--- config.mk ---
export PLATFORM = sky130hd
export DESIGN_NAME = ansi_escape_cursor_parser_flat
export DESIGN_NICKNAME = d
export VERILOG_FILES = /design/src/design/aecp_pkg.sv /design/src/design/aecp_if.sv /design/src/design/aecp_param_dec.sv /design/src/design/ansi_escape_cursor_parser.sv /design/src/flat_wrapper.sv
export SDC_FILE = /design/constraint.sdc
export NUM_CORES = 1
export LEC_CHECK = 0
export BUFFER_PORTS_ARGS = -buffer_cell sky130_fd_sc_hd__buf_2
export CORE_MARGIN = 3
export CORE_UTILIZATION = 44
export DETAILED_ROUTE_END_ITERATION = 7
export MAX_ROUTING_LAYER = met4
export SYNTH_ARGS = -nofsm -noshare
export SYNTH_HDL_FRONTEND = slang
export SYNTH_SLANG_ARGS = --single-unit
--- constraint.sdc ---
create_clock -name clk -period 6 [get_ports clk]
set_clock_uncertainty 0.2 [all_clocks]
set_input_delay 1.2 -clock clk [delete_from_list [all_inputs] [get_ports clk]]
set_output_delay 1.2 -clock clk [all_outputs]
set_load 0.1 [all_outputs]
--- src/design/aecp_pkg.sv ---
// Package for the escape parser: byte codes, mode and field codes, shared types.
package aecp_pkg;

  // Longest parameter run of a control sequence before a byte is forced final
  localparam int SEQ_MAX_LEN = 15;
  localparam int SEQ_LEN_W   = $clog2(SEQ_MAX_LEN + 1);
  localparam logic [SEQ_LEN_W-1:0] SEQ_LAST = SEQ_LEN_W'(SEQ_MAX_LEN);

  localparam int VALUE_W = 16;

  // Byte codes
  localparam logic [7:0] CH_ESC       = 8'h1B;
  localparam logic [7:0] CH_LBRACKET  = 8'h5B;
  localparam logic [7:0] CH_SEMI      = 8'h3B;
  localparam logic [7:0] CH_DIGIT_LO  = 8'h30;
  localparam logic [7:0] CH_DIGIT_HI  = 8'h39;
  localparam logic [7:0] CH_FINAL_LO  = 8'h40;
  localparam logic [7:0] CH_FINAL_HI  = 8'h7E;
  localparam logic [7:0] CH_CUP_H     = 8'h48;
  localparam logic [7:0] CH_CUP_F     = 8'h66;

  // Parser modes
  localparam logic [1:0] MODE_IDLE   = 2'd0;
  localparam logic [1:0] MODE_ESCAPE = 2'd1;
  localparam logic [1:0] MODE_CSI    = 2'd2;

  // Parameter field phases
  localparam logic [1:0] PHASE_ROW  = 2'd0;
  localparam logic [1:0] PHASE_COL  = 2'd1;
  localparam logic [1:0] PHASE_STOP = 2'd2;

  // Result kinds
  localparam logic KIND_PRINT  = 1'b0;
  localparam logic KIND_CURSOR = 1'b1;

  // Control from the sequencer to the parameter decoder
  typedef struct packed {
    logic clear;  // start of a new control sequence
    logic step;   // feed one intermediate byte to the decoder
  } dec_ctrl_t;

endpackage

--- src/design/aecp_if.sv ---
// Channel interfaces: terminal byte input and parser result output.
interface aecp_byte_if;
  logic       valid;
  logic       ready;
  logic [7:0] byte_in;

  modport source (output valid, output byte_in, input ready);
  modport sink   (input valid, input byte_in, output ready);
endinterface

interface aecp_result_if import aecp_pkg::*; ();
  logic               valid;
  logic               ready;
  logic               kind;
  logic [7:0]         char_code;
  logic [VALUE_W-1:0] row;
  logic [VALUE_W-1:0] col;

  modport source (output valid, output kind, output char_code, output row, output col,
                  input ready);
  modport sink   (input valid, input kind, input char_code, input row, input col,
                  output ready);
endinterface

--- src/design/aecp_param_dec.sv ---
// Row/column parameter decoder for cursor-position control sequences.
module aecp_param_dec import aecp_pkg::*; (
  input  logic               clk,
  input  logic               rst,
  input  dec_ctrl_t          ctrl,
  input  logic [7:0]         byte_in,
  output logic [VALUE_W-1:0] row_val,
  output logic [VALUE_W-1:0] col_val
);

  logic [1:0]         phase;
  logic [VALUE_W-1:0] row_acc;
  logic [VALUE_W-1:0] col_acc;
  logic               row_seen;
  logic               col_seen;

  logic               is_digit;
  logic [3:0]         digit;
  logic [VALUE_W-1:0] row_acc_next;
  logic [VALUE_W-1:0] col_acc_next;

  // acc * 10 + digit, saturating at the top of the field range
  function automatic logic [VALUE_W-1:0] add_digit(input logic [VALUE_W-1:0] acc,
                                                   input logic [3:0] d);
    logic [VALUE_W+3:0] sum;
    sum = {1'b0, acc, 3'b000} + {3'b000, acc, 1'b0} + {{VALUE_W{1'b0}}, d};
    if (sum[VALUE_W+3:VALUE_W] != '0) begin
      return '1;
    end
    return sum[VALUE_W-1:0];
  endfunction

  assign is_digit     = (byte_in >= CH_DIGIT_LO) && (byte_in <= CH_DIGIT_HI);
  assign digit        = byte_in[3:0];
  assign row_acc_next = add_digit(row_acc, digit);
  assign col_acc_next = add_digit(col_acc, digit);

  // Missing values report 1
  assign row_val = row_seen ? row_acc : VALUE_W'(1);
  assign col_val = col_seen ? col_acc : VALUE_W'(1);

  // Field state update
  always_ff @(posedge clk) begin
    if (rst || ctrl.clear) begin
      phase    <= PHASE_ROW;
      row_acc  <= '0;
      col_acc  <= '0;
      row_seen <= 1'b0;
      col_seen <= 1'b0;
    end else if (ctrl.step) begin
      case (phase)
        PHASE_ROW: begin
          if (is_digit) begin
            row_acc  <= row_acc_next;
            row_seen <= 1'b1;
          end else if (byte_in == CH_SEMI) begin
            phase <= PHASE_COL;
          end else begin
            phase <= PHASE_STOP;
          end
        end
        PHASE_COL: begin
          if (is_digit) begin
            col_acc  <= col_acc_next;
            col_seen <= 1'b1;
          end else begin
            phase <= PHASE_STOP;
          end
        end
        default: begin
          phase <= phase;
        end
      endcase
    end
  end

endmodule

--- src/design/ansi_escape_cursor_parser.sv ---
// Top level of the VT100/ANSI escape parser with cursor-position decoding.
//
// Channels: src carries one terminal byte per transaction (valid/ready);
// dst carries at most one result per byte: a print character (kind 0,
// char_code set, row/col zero) or a set-cursor command (kind 1, row and
// col decoded from "row;col", each defaulting to 1, saturating at 65535).
// ESC followed by '[' opens a control sequence; 'H' or 'f' as its final
// byte yields a cursor result, other final bytes yield nothing. A sequence
// is forced to end after SEQ_MAX_LEN parameter bytes.
// Latency: a result appears on dst the cycle after its byte is accepted.
// Throughput: one byte per cycle; the mode update, the decimal digit
// accumulate (shift-add by ten) and the result register all update on
// the same clock edge, so a byte is taken whenever the result register is
// empty or is being emptied in the same cycle.
// Stall: when dst is held off with a result pending, src.ready drops and
// the parser state holds until the result is taken.
// Reset (rst, synchronous): parser returns to idle, no result pending.
module ansi_escape_cursor_parser import aecp_pkg::*; (
  input  logic       clk,
  input  logic       rst,
  aecp_byte_if.sink     src,
  aecp_result_if.source dst
);

  logic [1:0]           mode;
  logic [SEQ_LEN_W-1:0] seq_length;

  logic                 accept;
  logic                 is_final;
  logic                 is_cup;
  logic                 emit;
  logic                 emit_kind;
  logic [1:0]           mode_next;
  dec_ctrl_t            dec_ctrl;
  logic [VALUE_W-1:0]   row_val;
  logic [VALUE_W-1:0]   col_val;

  logic                 out_valid;
  logic                 out_kind;
  logic [7:0]           out_char;
  logic [VALUE_W-1:0]   out_row;
  logic [VALUE_W-1:0]   out_col;

  assign src.ready = !out_valid || dst.ready;
  assign accept    = src.valid && src.ready;

  assign is_final = ((src.byte_in >= CH_FINAL_LO) && (src.byte_in <= CH_FINAL_HI)) ||
                    (seq_length >= SEQ_LAST);
  assign is_cup   = (src.byte_in == CH_CUP_H) || (src.byte_in == CH_CUP_F);

  // Per-byte mode sequencing
  always_comb begin
    mode_next      = mode;
    emit           = 1'b0;
    emit_kind      = KIND_PRINT;
    dec_ctrl.clear = 1'b0;
    dec_ctrl.step  = 1'b0;
    case (mode)
      MODE_ESCAPE: begin
        if (src.byte_in == CH_LBRACKET) begin
          mode_next      = MODE_CSI;
          dec_ctrl.clear = accept;
        end else begin
          mode_next = MODE_IDLE;
        end
      end
      MODE_CSI: begin
        if (!is_final) begin
          dec_ctrl.step = accept;
        end else begin
          mode_next = MODE_IDLE;
          emit      = is_cup;
          emit_kind = KIND_CURSOR;
        end
      end
      default: begin
        if (src.byte_in == CH_ESC) begin
          mode_next = MODE_ESCAPE;
        end else begin
          emit = 1'b1;
        end
      end
    endcase
  end

  // Mode and sequence length
  always_ff @(posedge clk) begin
    if (rst) begin
      mode       <= MODE_IDLE;
      seq_length <= '0;
    end else if (accept) begin
      mode <= mode_next;
      if (dec_ctrl.clear) begin
        seq_length <= '0;
      end else if (dec_ctrl.step) begin
        seq_length <= seq_length + SEQ_LEN_W'(1);
      end
    end
  end

  aecp_param_dec u_param_dec (
    .clk     (clk),
    .rst     (rst),
    .ctrl    (dec_ctrl),
    .byte_in (src.byte_in),
    .row_val (row_val),
    .col_val (col_val)
  );

  // Result register
  always_ff @(posedge clk) begin
    if (rst) begin
      out_valid <= 1'b0;
    end else if (accept) begin
      out_valid <= emit;
    end else if (dst.ready) begin
      out_valid <= 1'b0;
    end
  end

  always_ff @(posedge clk) begin
    if (accept && emit) begin
      out_kind <= emit_kind;
      if (emit_kind == KIND_CURSOR) begin
        out_char <= '0;
        out_row  <= row_val;
        out_col  <= col_val;
      end else begin
        out_char <= src.byte_in;
        out_row  <= '0;
        out_col  <= '0;
      end
    end
  end

  assign dst.valid     = out_valid;
  assign dst.kind      = out_kind;
  assign dst.char_code = out_char;
  assign dst.row       = out_row;
  assign dst.col       = out_col;

endmodule

--- src/flat_wrapper.sv ---
// flat-port wrapper written by rule: the top's interface ports become plain ports
module ansi_escape_cursor_parser_flat import aecp_pkg::*;
  (clk, rst, src_valid, src_byte_in, src_ready, dst_valid, dst_kind, dst_char_code, dst_row, dst_col, dst_ready);
  aecp_byte_if src_i ();
  aecp_result_if dst_i ();
  input  logic clk;
  input  logic rst;
  input wire logic [$bits(src_i.valid)-1:0] src_valid;
  input wire logic [$bits(src_i.byte_in)-1:0] src_byte_in;
  output wire logic [$bits(src_i.ready)-1:0] src_ready;
  output wire logic [$bits(dst_i.valid)-1:0] dst_valid;
  output wire logic [$bits(dst_i.kind)-1:0] dst_kind;
  output wire logic [$bits(dst_i.char_code)-1:0] dst_char_code;
  output wire logic [$bits(dst_i.row)-1:0] dst_row;
  output wire logic [$bits(dst_i.col)-1:0] dst_col;
  input wire logic [$bits(dst_i.ready)-1:0] dst_ready;
  assign src_i.valid = src_valid;
  assign src_i.byte_in = src_byte_in;
  assign src_ready = src_i.ready;
  assign dst_valid = dst_i.valid;
  assign dst_kind = dst_i.kind;
  assign dst_char_code = dst_i.char_code;
  assign dst_row = dst_i.row;
  assign dst_col = dst_i.col;
  assign dst_i.ready = dst_ready;
  ansi_escape_cursor_parser u_core (.clk(clk), .rst(rst), .src(src_i), .dst(dst_i));
endmodule
# Word level (Yosys, flattened, before mapping)
# Cells that the tools add are included.
[word_totals] register_bits=84 in_bits=12 out_inout_bits=43
[classes] addsub=5 n_lt_le_gt_ge=5 n_eq_ne=11 mux=29 n_reduce_logical=23
[ops] operator="$mux W16" count=4
[ops] operator="$add A19 B17 Y20" count=2
[ops] operator="$add A20 B4 Y20" count=2
[ops] operator="$eq A8 B7 Y1 const B" count=3
[ops] operator="$mux W1" count=14
[ops] operator="$mux W2" count=6
[ops] operator="$reduce_and A3 Y1" count=3
[ops] operator="$eq A8 B5 Y1 const B" count=1
[ops] operator="$eq A8 B6 Y1 const B" count=1
[ops] operator="$ge A8 B6 Y1 const B" count=1
[ops] operator="$ge A8 B7 Y1 const B" count=1
[ops] operator="$le A8 B6 Y1 const B" count=1
[ops] operator="$le A8 B7 Y1 const B" count=1
[ops] operator="$mux W4" count=2
[ops] operator="$pmux W2 S2" count=2
[ops] operator="$reduce_bool A4 Y1" count=2
[ops] operator="$reduce_and A2 Y1" count=3
[ops] operator="$reduce_bool A2 Y1" count=3
[ops] operator="$add A4 B1 Y4 const B" count=1
[ops] operator="$eq A2 B1 Y1 const B" count=2
[ops] operator="$ge A4 B4 Y1 const B" count=1
[ops] operator="$logic_and A1 B1 Y1" count=4
[ops] operator="$logic_or A1 B1 Y1" count=4
[ops] operator="$ne A2 B2 Y1 const B" count=2
[ops] operator="7 further kinds" count=7

# Longest topological paths before layout
[logic_depth] depth_word=7 depth_mapped=12

# Modules after synthesis
# From an unflattened synthesis, not the netlist that was laid out.
[hier_totals] hier_cells=549 hier_area_um2=5585.4
[by_module_without_submodules] mod="aecp_param_dec" instances=1 cells_per_inst=402 area_per_inst_um2=3590.9
[by_module_without_submodules] mod="ansi_escape_cursor_parser" instances=1 cells_per_inst=147 area_per_inst_um2=1994.4

# Worst setup path after synthesis
# OpenSTA, ideal clock, no wires.
[synth_path] path_type="input -> register" from="input dst_ready" to="register u_core.out_char[0] (netlist: u_core.dst.char_code[0]) (enable)" setup_time_ns=0.455 arrival_ns=4.280 t_required_ns=5.345 path_slack_ns=1.065 path_stages=3 path_buffers=0 cell_sequence="nand2b_1 nand2_1 a21oi_1"
[synth_between] elab_chain_len=3
[synth_lines] element="from (decl)" line="flat_wrapper.sv:16" text="input wire logic [$bits(dst_i.ready)-1:0] dst_ready;"
[synth_lines] element="$logic_or A1 B1 Y1" line="ansi_escape_cursor_parser.sv:44" text="assign src.ready = !out_valid || dst.ready;"
[synth_lines] element="$logic_and A1 B1 Y1" line="ansi_escape_cursor_parser.sv:45" text="assign accept = src.valid && src.ready;"
[synth_lines] element="$logic_and A1 B1 Y1" line="ansi_escape_cursor_parser.sv:122" text="if (accept && emit) begin"
[synth_lines] element="to (signal assigned)" line="ansi_escape_cursor_parser.sv:129" text="out_char <= src.byte_in;"
[synth_lines] element="to (decl)" line="ansi_escape_cursor_parser.sv:40" text="logic [7:0] out_char;"
# Every way passes these cells.
# A chain may end at the register's enable or synchronous reset.

# Final worst setup path
[layout_path] from="input src_byte_in[3]" to="register u_core.u_param_dec.row_acc[10]"
[layout_between] elab_chain_len=6
[layout_lines] element="from (decl)" line="flat_wrapper.sv:9" text="input wire logic [$bits(src_i.byte_in)-1:0] src_byte_in;"
[layout_lines] element="parallel branches: the longest is 6 deep, another holds $add A20 B4 Y20"
[layout_lines] element="to (signal assigned)" line="aecp_param_dec.sv:54" text="row_acc <= row_acc_next;"
[layout_lines] element="to (decl)" line="aecp_param_dec.sv:12" text="logic [VALUE_W-1:0] row_acc;"
# Several ways; the timed one is not identified.

==> results.toml <==
[status]
status = "complete, no violations"

[floorplan]
coreArea_um2 = 11600
dieArea_um2 = 13400
ios = 55
die_x_um = 116
start_util = 0.457
die_h_um = 116
rows = 39

[sta]
tns_ps = 0
whs_ps = 280
fin_crit_sh = 0.758
post-route-min-period_ps = 4550
drv_slew = 0
hold_viol = 0
rsz0062_at_grt = "false"
tightestPinTransition_ps = 987
setup_violations = 0
max_freq_mhz = 220
maxSlewHeadroom = 0.342

[route]
firstDrtPassIters = 4
finalWirelength_um = 11400
drt_iter0_drc = 186
routedWlPerCell_um = 15.4
avgViaCountPerCell = 5.66
drcViolationCount = 0
ant_nets = 0
dr_total_vias = 4209

[clock_network]
cts_sinks = 84
cts.repair.resized = 0
clock_latency_ps = 340
cts_tree = "done"
ctsHoldBuffers = 0
clk_path_buf_depth = 2
cts-buffers-inserted = 9
postCtsSetupRepairBufs = 0
path_clk_slew_ps = 60
cts_max_level = 3
clockRootBuffer = "clkbuf_16"

[synth]
synth-main-ff-cell = "dfxtp_1"
synth_common_cells = "ha_1, o21ai_0, a21oi_1"
yosysMostFrequentCell = "ha_1"
ys_async_sr_fraction = 0
synth.distinct_cells = 55
ys_seq_elements = 84
synth-edff-count = 41
synth_top_area_frac = 0.232
synth_cells = 539
seq_area_frac_synth = 0.394
yosysWarnings = 0
synth_area_per_cell_um2 = 9.85
synth_top_cell_by_area = "edfxtp_1"
netlist_top_cells_area = "edfxtp_1, dfxtp_1, ha_1, o21ai_0, a21oi_1"
synth_fp_nets = 620
netlist_area_um2 = 5310

[power]
power.leakage_nw = 2.74
vdd_drop_max_uv = 118
fin_total_pwr_w = 0.00133
power.density_nw_per_um2 = 221

[critical_path]
critical_path.max_stage_delay_ps = 780
crit_fanout = 16
cpMaxStageDelayCell = "a2111oi_4"
required_ps = 5980
arrival_ps = 4530
start_kind = "input pin"
crit_family = "compound AO/OA/AOI/OAI gates"
worst-path-buf-inv = 2
crit_type = "input pin to register"
crit_chain = "buf_2 -> fa_1 -> inv_1 -> fa_1 -> nand2b_1 -> a21oi_1 -> o21ai_2 -> a311oi_1 -> o31ai_1 -> a2111oi_4 -> a21oi_1"
worst_setup_path_end_kind = "register"

[worst_hold_path]
min-delay-path-class = "register to register"

[finish]
fill_cells = 1046
synthToLayoutAreaGrowth_pct = 13.7
fin_util = 0.520
antenna_cells = 0
nNetsFinal = 676
layout-drive-gt1-share = 0.152
final_area_um2 = 6040

[grt]
antenna_found_initial = 0
track_usage = 0.182
overflow = 0
grt_start_max_net_pins = 43
grt_pass1_wl_um = 19200
grt_pass1_vias = 3957

[placement]
portBuffers = 54
place_area_um2 = 5740
dp.final_hpwl_um = 8410
finalWeightedCongestion = 0.875

[run]
maxCapViolCount = 0
[path summary, 6_finish.rpt]
| kind | start | to | slack [ps] | cells past startpoint |
|---|---|---|---|---|
| worst max register to register | u_core.u_param_dec.row_acc[0]$_SDFFE_PP0P_ | u_core.u_param_dec.row_acc[10]$_SDFFE_PP0P_ | 2160 | 10 |
| worst max-delay path | src_byte_in[3] | u_core.u_param_dec.row_acc[10]$_SDFFE_PP0P_ | 1450 | 11 |
| worst min register to register | u_core.seq_length[1]$_SDFFE_PP0P_ | u_core.seq_length[1]$_SDFFE_PP0P_ | 280 | 2 |
| worst min-delay path | u_core.seq_length[1]$_SDFFE_PP0P_ | u_core.seq_length[1]$_SDFFE_PP0P_ | 280 | 2 |
[kinds of logic after synthesis]
logic type / count (synthesis) / synth area share
compound gates: 168 / 0.200
simple gates: 154 / 0.162
flops: 84 / 0.394
fa+ha+maj: 69 / 0.168
buf+inv: 35 / 0.0278
xor+xnor: 27 / 0.0445
mux: 2 / 0.00377
[through the flow]
step | setup slack, ps | cells
CTS | 1460 | 743
global placement | 1260 | 727
detailed placement | 1090 | 727
floorplan | 1070 | 539
global route | 1280 | 743
finish | 1450 | 743
[registers in the layout, summed over array words and instances (netlist names), 2 cells and up]
signal	flops
u_core.u_param_dec.phase	2
u_core.dst.row	16
u_core.seq_length	4
u_core.mode	2
u_core.u_param_dec.row_acc	16
u_core.dst.char_code	8
u_core.u_param_dec.col_acc	16
u_core.dst.col	16
[metal layers]
metal | vias up | GRT usage | share of wire | wire length, um
met4 | 0 | 0.0727 | 0.024 | 269
met3 | 18 | 0.0313 | 0.037 | 417
met5 | - | - | 0 | 0
li1 | 2147 | - | - | -
met1 | 1968 | 0.247 | 0.49 | 5580
met2 | 76 | 0.269 | 0.45 | 5150
[cells in the final DEF, fill, tap and decap left out, drive strengths merged, types with 5 or more instances in the layout]
| cell | n |
|---|---|
| nor2b | 14 |
| nor2 | 34 |
| ha | 65 |
| dfxtp | 43 |
| inv | 21 |
| a31oi | 20 |
| nand3 | 13 |
| nand2 | 21 |
| edfxtp | 41 |
| nand4 | 5 |
| and3 | 32 |
| o211ai | 8 |
| buf | 59 |
| o21ai | 51 |
| xnor2 | 8 |
| xor2 | 19 |
| a21o | 10 |
| nor3 | 11 |
| nand2b | 10 |
| clkbuf | 10 |
| a21oi | 48 |
[final cells by class]
| cell class | count | area (um2) | share of cell area |
|---|---|---|---|
| flip-flops and latches | 84 | 2090 | 0.347 |
| repair buffers | 59 | 308 | 0.0510 |
| multi-input cells | 420 | 3080 | 0.511 |
| well taps | 143 | 179 | 0.0296 |
| clock inverters | 6 | 65.1 | 0.0108 |
| inverters | 21 | 78.8 | 0.0131 |
| clock buffers | 10 | 229 | 0.0379 |
[worst reg2reg max path: stages, from the launching register on]
cell and delay, ps:
dfxtp_1 360, fa_1 550, inv_1 70, fa_1 450, nand2b_1 170, a21oi_1 260
o21ai_2 130, a311oi_1 400, o31ai_1 160, a2111oi_4 780, a21oi_1 160
[report_power, final]
| part | total [W] | switching, W | leakage, nW | internal, W |
|---|---|---|---|---|
| combinational | 0.000166 | 0.000145 | 1.84 | 0.0000206 |
| sequential | 0.000620 | 0.00000324 | 0.759 | 0.000617 |
| clock | 0.000545 | 0.000223 | 0.142 | 0.000322 |
| total | 0.00133 | 0.000371 | 2.74 | 0.000960 |
Note: power is estimated with default switching activity, not from simulation.
